<file path="config.mk">
export PLATFORM = sky130hd
export DESIGN_NAME = haptic_client_level_mixer
export DESIGN_NICKNAME = d
export VERILOG_FILES = /design/src/hclm_pkg.sv /design/src/hclm_cell.sv /design/src/haptic_client_level_mixer.sv
export VERILOG_INCLUDE_DIRS = /design/src /design/src/src
export SDC_FILE = /design/constraint.sdc
export NUM_CORES = 2
export LEC_CHECK = 0
export BUFFER_PORTS_ARGS = -buffer_cell sky130_fd_sc_hd__buf_2
export CAP_MARGIN = 10
export CORE_MARGIN = 3
export CORE_UTILIZATION = 60
export DETAILED_ROUTE_END_ITERATION = 6
export PLACE_DENSITY = 0.77
export REMOVE_ABC_BUFFERS = 1
export SLEW_MARGIN = 30
export SYNTH_ARGS = -nofsm -noshare
export SYNTH_HDL_FRONTEND = slang
export SYNTH_SLANG_ARGS = --single-unit
</file>
<file path="constraint.sdc">
create_clock -name clk -period 9.2 [get_ports clk]
set_input_delay 0.92 -clock clk [delete_from_list [all_inputs] [get_ports clk]]
set_output_delay 0.92 -clock clk [all_outputs]
set_load 0.005 [all_outputs]
</file>
<file path="src/haptic_client_level_mixer_assert.svh">
// Assertion macros for the haptic client level mixer.
// Uses clk and rst_n of the including module; needs no other file.
`ifndef HAPTIC_CLIENT_LEVEL_MIXER_ASSERT_SVH
`define HAPTIC_CLIENT_LEVEL_MIXER_ASSERT_SVH

// same-cycle implication
`define HCLM_ASSERT_IMP(lbl, ante, cons, msg) \
  lbl: assert property (@(posedge clk) disable iff (!rst_n) (ante) |-> (cons)) \
    else $error(msg);

// next-cycle implication
`define HCLM_ASSERT_NXT(lbl, ante, cons, msg) \
  lbl: assert property (@(posedge clk) disable iff (!rst_n) (ante) |=> (cons)) \
    else $error(msg);

`endif

</file>
<file path="src/hclm_pkg.sv">
// Shared types and constants of the haptic client level mixer.
// Used by hclm_cell and haptic_client_level_mixer; depends on nothing.
package hclm_pkg;

  localparam int MAX_CLIENTS = 16;
  localparam int LEVEL_BITS  = 8;
  localparam int HANDLE_W    = 16;
  localparam int SUM_W       = 12;
  localparam int DUR_W       = 16;

  localparam logic [SUM_W-1:0] SUM_MAX = {SUM_W{1'b1}};

  localparam logic [2:0] MODE_OPEN    = 3'd0;
  localparam logic [2:0] MODE_CLOSE   = 3'd1;
  localparam logic [2:0] MODE_PLAY    = 3'd2;
  localparam logic [2:0] MODE_ONESHOT = 3'd3;
  localparam logic [2:0] MODE_STOP    = 3'd4;
  localparam logic [2:0] MODE_LEVEL   = 3'd5;

  localparam logic [1:0] STAT_OK       = 2'd0;
  localparam logic [1:0] STAT_NOTFOUND = 2'd1;
  localparam logic [1:0] STAT_FULL     = 2'd2;
  localparam logic [1:0] STAT_INVALID  = 2'd3;

  typedef struct packed {
    logic [2:0]            mode;
    logic [HANDLE_W-1:0]   handle;
    logic [LEVEL_BITS-1:0] level;
  } cmd_t;

  typedef struct packed {
    logic                  valid;
    logic [HANDLE_W-1:0]   handle;
    logic [LEVEL_BITS-1:0] level;
    logic                  playing;
  } entry_t;

  typedef struct packed {
    logic             active;
    logic             hit;
    logic             shift;
    logic             any_play;
    logic [SUM_W-1:0] sum;
  } tok_t;

endpackage

</file>
<file path="src/hclm_cell.sv">
// One table entry of the haptic client level mixer chain.
// Updates its entry when the scan token passes and hands the token on.
// Depends on hclm_pkg.
module hclm_cell (
  input  logic            clk,
  input  logic            rst_n,
  input  hclm_pkg::cmd_t   cmd,
  input  hclm_pkg::tok_t   tok_in,
  input  hclm_pkg::entry_t nbr_in,
  output hclm_pkg::entry_t ent_out,
  output hclm_pkg::tok_t   tok_out
);

  logic                            valid_r;
  logic [hclm_pkg::HANDLE_W-1:0]   handle_r;
  logic [hclm_pkg::LEVEL_BITS-1:0] level_r;
  logic                            playing_r;
  hclm_pkg::tok_t                  tok_r;

  hclm_pkg::entry_t ent_nxt;
  hclm_pkg::tok_t   tok_nxt;
  logic             match;
  logic [hclm_pkg::SUM_W:0] sum_add;

  assign ent_out = '{valid: valid_r, handle: handle_r, level: level_r, playing: playing_r};
  assign tok_out = tok_r;

  assign match = tok_in.active && valid_r && (handle_r == cmd.handle) && !tok_in.hit;

  always_comb begin
    ent_nxt = ent_out;
    tok_nxt = tok_in;
    sum_add = '0;
    if (tok_in.shift) begin
      ent_nxt = nbr_in;
    end else begin
      case (cmd.mode)
        hclm_pkg::MODE_OPEN: begin
          if (!valid_r && !tok_in.hit) begin
            ent_nxt = '{valid: 1'b1, handle: cmd.handle, level: '0, playing: 1'b0};
            tok_nxt.hit = 1'b1;
          end
        end
        hclm_pkg::MODE_CLOSE: begin
          if (match) begin
            tok_nxt.hit   = 1'b1;
            tok_nxt.shift = 1'b1;
            ent_nxt       = nbr_in;
          end
        end
        hclm_pkg::MODE_PLAY: begin
          if (match) begin
            tok_nxt.hit     = 1'b1;
            ent_nxt.level   = '0;
            ent_nxt.playing = 1'b1;
          end
        end
        hclm_pkg::MODE_STOP: begin
          if (match) begin
            tok_nxt.hit     = 1'b1;
            ent_nxt.level   = '0;
            ent_nxt.playing = 1'b0;
          end
        end
        hclm_pkg::MODE_LEVEL: begin
          if (match) begin
            tok_nxt.hit   = 1'b1;
            ent_nxt.level = cmd.level;
          end
        end
        hclm_pkg::MODE_ONESHOT: begin
          if (match) begin
            tok_nxt.hit = 1'b1;
          end
        end
        default: ;
      endcase
    end
    if (ent_nxt.valid && ent_nxt.playing) begin
      tok_nxt.any_play = 1'b1;
      sum_add = {1'b0, tok_in.sum} + (hclm_pkg::SUM_W+1)'(ent_nxt.level);
      tok_nxt.sum = sum_add[hclm_pkg::SUM_W] ? hclm_pkg::SUM_MAX
                                             : sum_add[hclm_pkg::SUM_W-1:0];
    end
  end

  always_ff @(posedge clk) begin
    tok_r.hit      <= tok_nxt.hit;
    tok_r.shift    <= tok_nxt.shift;
    tok_r.any_play <= tok_nxt.any_play;
    tok_r.sum      <= tok_nxt.sum;
    if (!rst_n) begin
      valid_r      <= 1'b0;
      tok_r.active <= 1'b0;
    end else begin
      tok_r.active <= tok_in.active;
      if (tok_in.active) begin
        valid_r <= ent_nxt.valid;
      end
    end
  end

  always_ff @(posedge clk) begin
    if (tok_in.active) begin
      handle_r  <= ent_nxt.handle;
      level_r   <= ent_nxt.level;
      playing_r <= ent_nxt.playing;
    end
  end

endmodule

</file>
<file path="src/haptic_client_level_mixer.sv">
// Haptic client level mixer: an accepted item sends a scan token through the 16-cell
// chain, one cell a cycle, and the result is registered at the output. New items are
// taken only in idle; a result may wait at the output while the next item is taken.
// Reset (rst_n low, synchronous) clears the table and the handshake state.
// Depends on hclm_pkg, hclm_cell and haptic_client_level_mixer_assert.svh.
`include "haptic_client_level_mixer_assert.svh"

module haptic_client_level_mixer (
  input  logic        clk,
  input  logic        rst_n,
  input  logic        in_tvalid,
  output logic        in_tready,
  input  logic [2:0]  in_tuser,   // mode[2:0]
  input  logic [39:0] in_tdata,   // client_handle[15:0], level_in[23:16], duration_in[39:24]
  output logic        out_tvalid,
  input  logic        out_tready,
  output logic [39:0] out_tdata   // status[1:0], enable_write[2], enable_value[3],
                                  // level_write[4], level_out[16:5], oneshot_write[17],
                                  // oneshot_duration[33:18], zero[39:34]
);

  localparam int N = hclm_pkg::MAX_CLIENTS;

  typedef enum logic [2:0] {
    ST_IDLE = 3'b001,
    ST_SCAN = 3'b010,
    ST_DONE = 3'b100
  } state_t;

  state_t                     state_r, state_nxt;
  hclm_pkg::cmd_t             cmd_r;
  logic [hclm_pkg::DUR_W-1:0] dur_r;
  hclm_pkg::tok_t             start_r;
  hclm_pkg::tok_t             fin_r;
  logic                       out_valid_r;
  logic [39:0]                out_data_r;

  hclm_pkg::tok_t   tok [N+1];
  hclm_pkg::entry_t ent [N];
  logic [N:0]       tok_act;
  logic [N-1:0]     vld_vec;

  logic        in_acc;
  logic        out_free;
  logic [1:0]  status;
  logic        en_w, en_v, lv_w, os_w;
  logic [hclm_pkg::SUM_W-1:0] lv_o;
  logic [hclm_pkg::DUR_W-1:0] os_d;

  assign in_tready  = (state_r == ST_IDLE);
  assign in_acc     = in_tvalid && in_tready;
  assign out_tvalid = out_valid_r;
  assign out_tdata  = out_data_r;
  assign out_free   = !out_valid_r || out_tready;

  assign tok[0] = start_r;

  for (genvar i = 0; i < N; i++) begin : g_cell
    hclm_pkg::entry_t nbr;
    if (i == N - 1) begin : g_last
      assign nbr = '0;
    end else begin : g_mid
      assign nbr = ent[i+1];
    end
    hclm_cell u_cell (
      .clk     (clk),
      .rst_n   (rst_n),
      .cmd     (cmd_r),
      .tok_in  (tok[i]),
      .nbr_in  (nbr),
      .ent_out (ent[i]),
      .tok_out (tok[i+1])
    );
    assign vld_vec[i] = ent[i].valid;
  end

  for (genvar j = 0; j <= N; j++) begin : g_act
    assign tok_act[j] = tok[j].active;
  end

  always_comb begin
    state_nxt = state_r;
    unique case (state_r)
      ST_IDLE: if (in_acc) state_nxt = ST_SCAN;
      ST_SCAN: if (tok[N].active) state_nxt = ST_DONE;
      ST_DONE: if (out_free) state_nxt = ST_IDLE;
      default: state_nxt = ST_IDLE;
    endcase
  end

  always_comb begin
    status = hclm_pkg::STAT_OK;
    en_w   = 1'b0;
    en_v   = 1'b0;
    lv_w   = 1'b0;
    lv_o   = '0;
    os_w   = 1'b0;
    os_d   = '0;
    unique case (cmd_r.mode) inside
      hclm_pkg::MODE_OPEN: begin
        if (!fin_r.hit) status = hclm_pkg::STAT_FULL;
      end
      hclm_pkg::MODE_CLOSE, hclm_pkg::MODE_STOP: begin
        if (!fin_r.hit) begin
          status = hclm_pkg::STAT_NOTFOUND;
        end else if (!fin_r.any_play) begin
          en_w = 1'b1;
        end
      end
      hclm_pkg::MODE_PLAY: begin
        if (!fin_r.hit) begin
          status = hclm_pkg::STAT_NOTFOUND;
        end else begin
          en_w = 1'b1;
          en_v = 1'b1;
        end
      end
      hclm_pkg::MODE_ONESHOT: begin
        if (fin_r.hit) begin
          lv_w = 1'b1;
          lv_o = hclm_pkg::SUM_W'(cmd_r.level);
          os_w = 1'b1;
          os_d = dur_r;
        end
      end
      hclm_pkg::MODE_LEVEL: begin
        if (!fin_r.hit) begin
          status = hclm_pkg::STAT_NOTFOUND;
        end else begin
          lv_w = 1'b1;
          lv_o = fin_r.sum;
        end
      end
      default: status = hclm_pkg::STAT_INVALID;
    endcase
  end

  always_ff @(posedge clk) begin
    start_r.hit      <= 1'b0;
    start_r.shift    <= 1'b0;
    start_r.any_play <= 1'b0;
    start_r.sum      <= '0;
    if (!rst_n) begin
      state_r        <= ST_IDLE;
      start_r.active <= 1'b0;
      out_valid_r    <= 1'b0;
    end else begin
      state_r        <= state_nxt;
      start_r.active <= in_acc;
      if (state_r == ST_DONE && out_free) begin
        out_valid_r <= 1'b1;
      end else if (out_tready) begin
        out_valid_r <= 1'b0;
      end
    end
  end

  always_ff @(posedge clk) begin
    if (in_acc) begin
      cmd_r.mode   <= in_tuser;
      cmd_r.handle <= in_tdata[15:0];
      cmd_r.level  <= in_tdata[16 +: hclm_pkg::LEVEL_BITS];
      dur_r        <= in_tdata[39:24];
    end
    if (tok[N].active) begin
      fin_r <= tok[N];
    end
    if (state_r == ST_DONE && out_free) begin
      out_data_r <= {6'd0, os_d, os_w, lv_o, lv_w, en_v, en_w, status};
    end
  end

  `HCLM_ASSERT_IMP(a_tok_single, 1'b1, $onehot0(tok_act), "more than one scan token in chain")
  `HCLM_ASSERT_NXT(a_tok_launch, in_acc, tok_act[0], "accepted item did not launch a token")
  `HCLM_ASSERT_IMP(a_tok_end, tok_act[N], state_r == ST_SCAN, "token left chain outside scan")
  `HCLM_ASSERT_IMP(a_tbl_packed, state_r == ST_IDLE, (vld_vec & (vld_vec + N'(1))) == '0,
    "valid entries not packed from cell zero")

endmodule
</file>
# ---- Word-level counts from Yosys, hierarchy flattened
# Cells that the tools add are included.
dict set report totals {
  regBits 763
  latchBits 0
  ram_bits 0
  romBits 0
  in_bits 47
  out_inout_bits 42
  elab_cells 669
  memories 0
}
dict set report op_classes {
  addsub 15
  n_mul 0
  div 0
  magnitude_cmp 0
  eq_ne 59
  shifts 0
  n_mux 284
  bitwise 0
  reduce_logical 152
}
# cell n
set op_table {}
lappend op_table {{$mux 26} 46}
lappend op_table {{$pmux 8 s5} 16}
lappend op_table {{$pmux 17 s2} 16}
lappend op_table {{$mux 12} 30}
lappend op_table {{$mux 9} 32}
lappend op_table {{$eq 16x16->1} 16}
lappend op_table {{$add 12x8->13} 14}
lappend op_table {{$mux 8} 18}
lappend op_table {{$ne 3x1->1 const B} 30}
lappend op_table {{$logic_and 1x1->1} 80}
lappend op_table {{$mux 2} 32}
lappend op_table {{$pmux 1 s4} 16}
lappend op_table {{$reduce_and 4->1} 16}
lappend op_table {{$mux 1} 53}
lappend op_table {{$pmux 1 s3} 16}
lappend op_table {{$reduce_bool 3->1} 15}
lappend op_table {{$logic_not 1->1} 31}
lappend op_table {{$mux 25} 1}
lappend op_table {{$pmux 12 s2} 1}
lappend op_table {{$mux 13} 1}
lappend op_table {{$add 8x8->9} 1}
lappend op_table {{$eq 3x2->1 const B} 3}
lappend op_table {{$eq 3x3->1 const B} 3}
lappend op_table {{$mux 3} 3}
lappend op_table {{other kinds (13)} 20}

# ---- Logic depth before layout (Yosys ltp)
dict set report depth {
  word_depth 9
  mapped_depth 23
}

# ---- Modules after synthesis
# From an unflattened synthesis, not the netlist that was laid out.
dict set report hier_totals {
  hier_cells 4055
  area_unflattened_um2 43593.1
}
# mod n_inst cells_each area_each_um2 seq_area_each_um2
set by_module_without_submodules {}
lappend by_module_without_submodules {{hclm_cell (g_cell[0].u_cell ...)} 5 246 2529.9 1091.0}
lappend by_module_without_submodules {{hclm_cell (g_cell[1].u_cell ...)} 5 245 2526.2 1091.0}
lappend by_module_without_submodules {{hclm_cell (g_cell[7].u_cell ...)} 3 235 2486.1 1091.0}
lappend by_module_without_submodules {{hclm_cell (g_cell[14].u_cell ...)} 2 238 2497.4 1091.0}
lappend by_module_without_submodules {haptic_client_level_mixer 1 171 3352.0 2832.7}
lappend by_module_without_submodules {{hclm_cell (g_cell[6].u_cell)} 1 248 2507.4 1091.0}

# ---- Worst setup path before layout
# Ideal clock, no wire load.
dict set report synth_timing {
  kind {in2reg}
  from {input port out_tready}
  to {register out_data_r[0] (netlist: out_tdata[0]) (enable)}
  setup_ns 0.523
  t_arrival_ns 4.525
  path_slack_ns 4.152
  path_stages 2
  n_path_buf 0
  path_cell_list {nor2b_1 > nor4b_1}
}
dict set report synth_between {
  elab_chain_cells 2
}
# item line_no
set synth_rtl {}
lappend synth_rtl {{start: declaration} haptic_client_level_mixer.sv:16} ;# input logic out_tready,
lappend synth_rtl {{$logic_or 1x1->1} haptic_client_level_mixer.sv:54} ;# assign out_free = !out_valid_r || out_tready;
lappend synth_rtl {{$logic_and 1x1->1} haptic_client_level_mixer.sv:168} ;# if (state_r == ST_DONE && out_free) begin
lappend synth_rtl {{end signal: assignment} haptic_client_level_mixer.sv:169} ;# out_data_r <= {6'd0, os_d, os_w, lv_o, lv_w, en_v, en_w, status};
lappend synth_rtl {{end: declaration} haptic_client_level_mixer.sv:36} ;# logic [39:0] out_data_r;
# No other way between the ends.
# A chain may end at the register's enable or synchronous reset.

==> impl_metrics.csv <==
group,metric,value,unit
outcome,outcome,"completed",
yosys,synth_area_per_cell,10.6,µm²
power_and_ir_drop,p_clk_share,42.3,%
timing,fin_skew,15.0,ps
floorplan,ios,89,
floorplan,die_area,69900,µm²
setup_path,crit_fanout,26,
setup_path,crit_buf_inv,3,
detailed_routing,num_vias,30600,
power_and_ir_drop,sw_frac_of_total,24.7,%
yosys,syn_inst,3775,
place,dpl_cell_area,41100,µm²
global_route,grt_pass1_wl,163000,µm
yosys,synth_area_leader_cell,"edfxtp_1",
power_and_ir_drop,p_per_area,188,nW/µm²
cells_and_area,fillers,5003,
clock_tree,clk_path_buf_depth,3,
floorplan,initial_utilization,60.7,%
setup_path,crit_slowest_cell,"edfxtp_1",
floorplan,fp.coreArea,66000,µm²
detailed_routing,wl_per_cell,22.4,µm
detailed_routing,antenna_left,0,
global_route,grt_antenna_before_repair,1,
cells_and_area,diodes,0,
clock_tree,clock-root-buffer,"clkbuf_16",
yosys,synth_warnings,0,
clock_tree,cts_made_buffers,80,
yosys,ys_async_sr_fraction,0,%
clock_tree,holdBufCountCts,0,
setup_path,cp-end-kind,"register",
yosys,ys_seq_area_share,50.1,%
timing,grt_setup_unrepaired,"false",
clock_tree,cts_resized,0,
clock_tree,cts_tree,"built",
timing,tightestPinTransition,1030,ps
place,dp_slack,3650,ps
setup_path,max_stage_delay,690,ps
yosys,synth_seq_cells,757,
setup_path,critPathLaunchType,"register",
cells_and_area,design_area,43900,µm²
detailed_routing,drtPass1Iterations,6,
place,hpwl,74800,µm
yosys,synth_area,40000,µm²
timing,fin_ws,3480,ps
cells_and_area,nets,3950,
place,place_congestion,0.964,
power_and_ir_drop,combPwrFrac,11.3,%
worst_hold_path,hold_path_class,"reg2reg",
detailed_routing,drt-total-wl,105000,µm
timing,slew_headroom,30.7,%
yosys,yosysTopAreaCellShare,36.8,%
setup_path,required,9720,ps
timing,post-route-period-util,62.2,%
yosys,synth.distinct_cells,90,
clock_tree,clk_latency,630,ps
detailed_routing,drtIter0Drc,4004,
place,portBuffers,82,
clock_tree,cts_setup_buffers,0,
floorplan,fp-row-count,94,
power_and_ir_drop,p_leak,16.6,nW
floorplan,dieHeight,264,µm
floorplan,die-width,264,µm
timing,slew_violations,0,
power_and_ir_drop,p_sw,2.03,mW
cells_and_area,final_common_cell,"edfxtp_1",
power_and_ir_drop,p_int,6.21,mW
clock_tree,clock_sinks,757,
timing,fin_crit,5720,ps
global_route,grt_usage,29.4,%
cells_and_area,utilization,66.6,%
flow_run,maxCapViolations,0,
setup_path,path_cells,"clkinv_1 -> nand2_1 -> nor2_1 -> a21oi_1 -> clkinv_1 -> a22o_1 -> a21o_1 -> ha_1 -> inv_1 -> fa_1 -> nor2b_1 -> o21ai_0 -> a21boi_0 -> o21ai_0 -> a21oi_1 -> nand4_1 -> a21bo_2 -> mux2_2",
setup_path,crit_family,"compound AO/OA/AOI/OAI gates",
cells_and_area,final_cell_mix,"491 x edfxtp_1, 274 x a22o_1, 266 x dfxtp_1",
cells_and_area,area_delta_synth_final,9.74,%
global_route,overflow,0,
timing,setup-tns-final,0,ps
yosys,synth_edf_count,491,
detailed_routing,drc,0,
timing,finalSetupViolCount,0,
clock_tree,path_clk_slew,60,ps
power_and_ir_drop,total_power,8.24,mW
cells_and_area,drive_above_1_share,10.2,%
yosys,synth.area.top_cells,"edfxtp_1 37%, dfxtp_1 13%, a22o_1 6.0%",
setup_path,crit_type,"reg2reg",
power_and_ir_drop,sequentialPowerShare,46.4,%
yosys,synthFlopType,"edfxtp_1",
power_and_ir_drop,ir_worst_vdd,0.000129,V
timing,hold_viol,0,
detailed_routing,via_per_inst,6.51,
timing,max_freq,175,MHz
global_route,grt_max_degree,61,
global_route,grt_pass1_vias,28900,
setup_path,arrival,6250,ps
clock_tree,h-tree-depth,3,
## cells by family after synthesis
kind of cell | synth area share, %
and+or+nand+nor | 12.4
buffers and inverters | 3.71
DFF | 50.1
other | 0.00937
xor gates and xnor gates | 7.06
AOI/OAI and AO/OA | 19.9
adders and majority gates | 4.53
muxes | 2.28
## power groups by stage
stage | sequential (mW) | combinational (mW) | clock [mW]
after floorplan | 3.90 | 0.631 | 0
after global placement | 3.89 | 0.883 | 0
after detailed placement | 3.89 | 0.905 | 0
after CTS | 3.82 | 0.916 | 3.51
after global routing | 3.84 | 1.03 | 3.66
final | 3.83 | 0.931 | 3.49
## final cells by class
cell class              instances  area, µm²  area share, %
clock inverters                40        592           1.35
well taps                     864       1080           2.46
inverters                     125        469           1.07
multi-input cells            2661      18600           42.3
clock buffers                 110       2260           5.14
repair buffers                143        868           1.98
flip-flops and latches        757      20100           45.7
## per-layer routing
metal | GRT usage [%] | wire length [µm] | up-vias
li1 | - | - | 14000
met5 | 0 | 0 | -
met2 | 43.9 | 45500 | 1559
met3 | 4.87 | 9750 | 241
met4 | 10.3 | 3500 | 0
met1 | 43.6 | 46500 | 14700
## worst paths after layout
check	startpoint	end	slack, ps	cells after the start
min reg2reg	g_cell[12].u_cell.tok_out[12]$_SDFF_PP1_	g_cell[13].u_cell.tok_out[12]$_SDFF_PP1_	410	1
max reg2reg	cmd_r[26]$_DFFE_PP_	g_cell[13].u_cell.tok_out[5]$_DFF_P_	3480	18
min	g_cell[12].u_cell.tok_out[12]$_SDFF_PP1_	g_cell[13].u_cell.tok_out[12]$_SDFF_PP1_	410	1
max	cmd_r[26]$_DFFE_PP_	g_cell[13].u_cell.tok_out[5]$_DFF_P_	3480	18
## state kept, by name, indices dropped and copies added (netlist names)
| register | flops |
|---|---|
| g_cell.u_cell.valid_r | 16 |
| g_cell.u_cell.handle_r | 256 |
| start_r | 1 |
| out_tdata | 34 |
| g_cell.u_cell.tok_out | 245 |
| dur_r | 16 |
| state_r | 3 |
| g_cell.u_cell.playing_r | 16 |
| fin_r | 14 |
| cmd_r | 27 |
| g_cell.u_cell.level_r | 128 |
| out_tvalid | 1 |
## cell usage after synthesis, drive strengths merged, types with 9 or more instances
master and number:
and3 24, nor2b 51, xor2 238, a21oi 210, inv 117, or3 17, a221oi 10, a211oi 32
a221o 42, or2 23, nand2 239, ha 120, a41oi 9, o21a 40, clkbuf 145, nand2b 44
or4 12, dfxtp 266, a31oi 40, a22o 274, nor3 85, a21o 86, a22oi 40, o21bai 20
xnor2 84, o31ai 12, nor3b 9, edfxtp 491, nand3 51, o221ai 11, mux2i 10, buf 92
nor2 258, mux2 70, a21boi 10, and2 68, nor4 62, o21ai 185, fa 15, nand4 30
o211ai 14, o2bb2ai 9
## metrics by stage
stage | hold slack, ps | std cells
2_1_floorplan | 386 | 3543
3_3_place_gp | 389 | 4550
3_5_place_dp | 395 | 4550
4_1_cts | 412 | 4700
5_1_grt | 426 | 4700
6_report | 412 | 4700
Note: power is estimated with default switching activity, not from simulation.
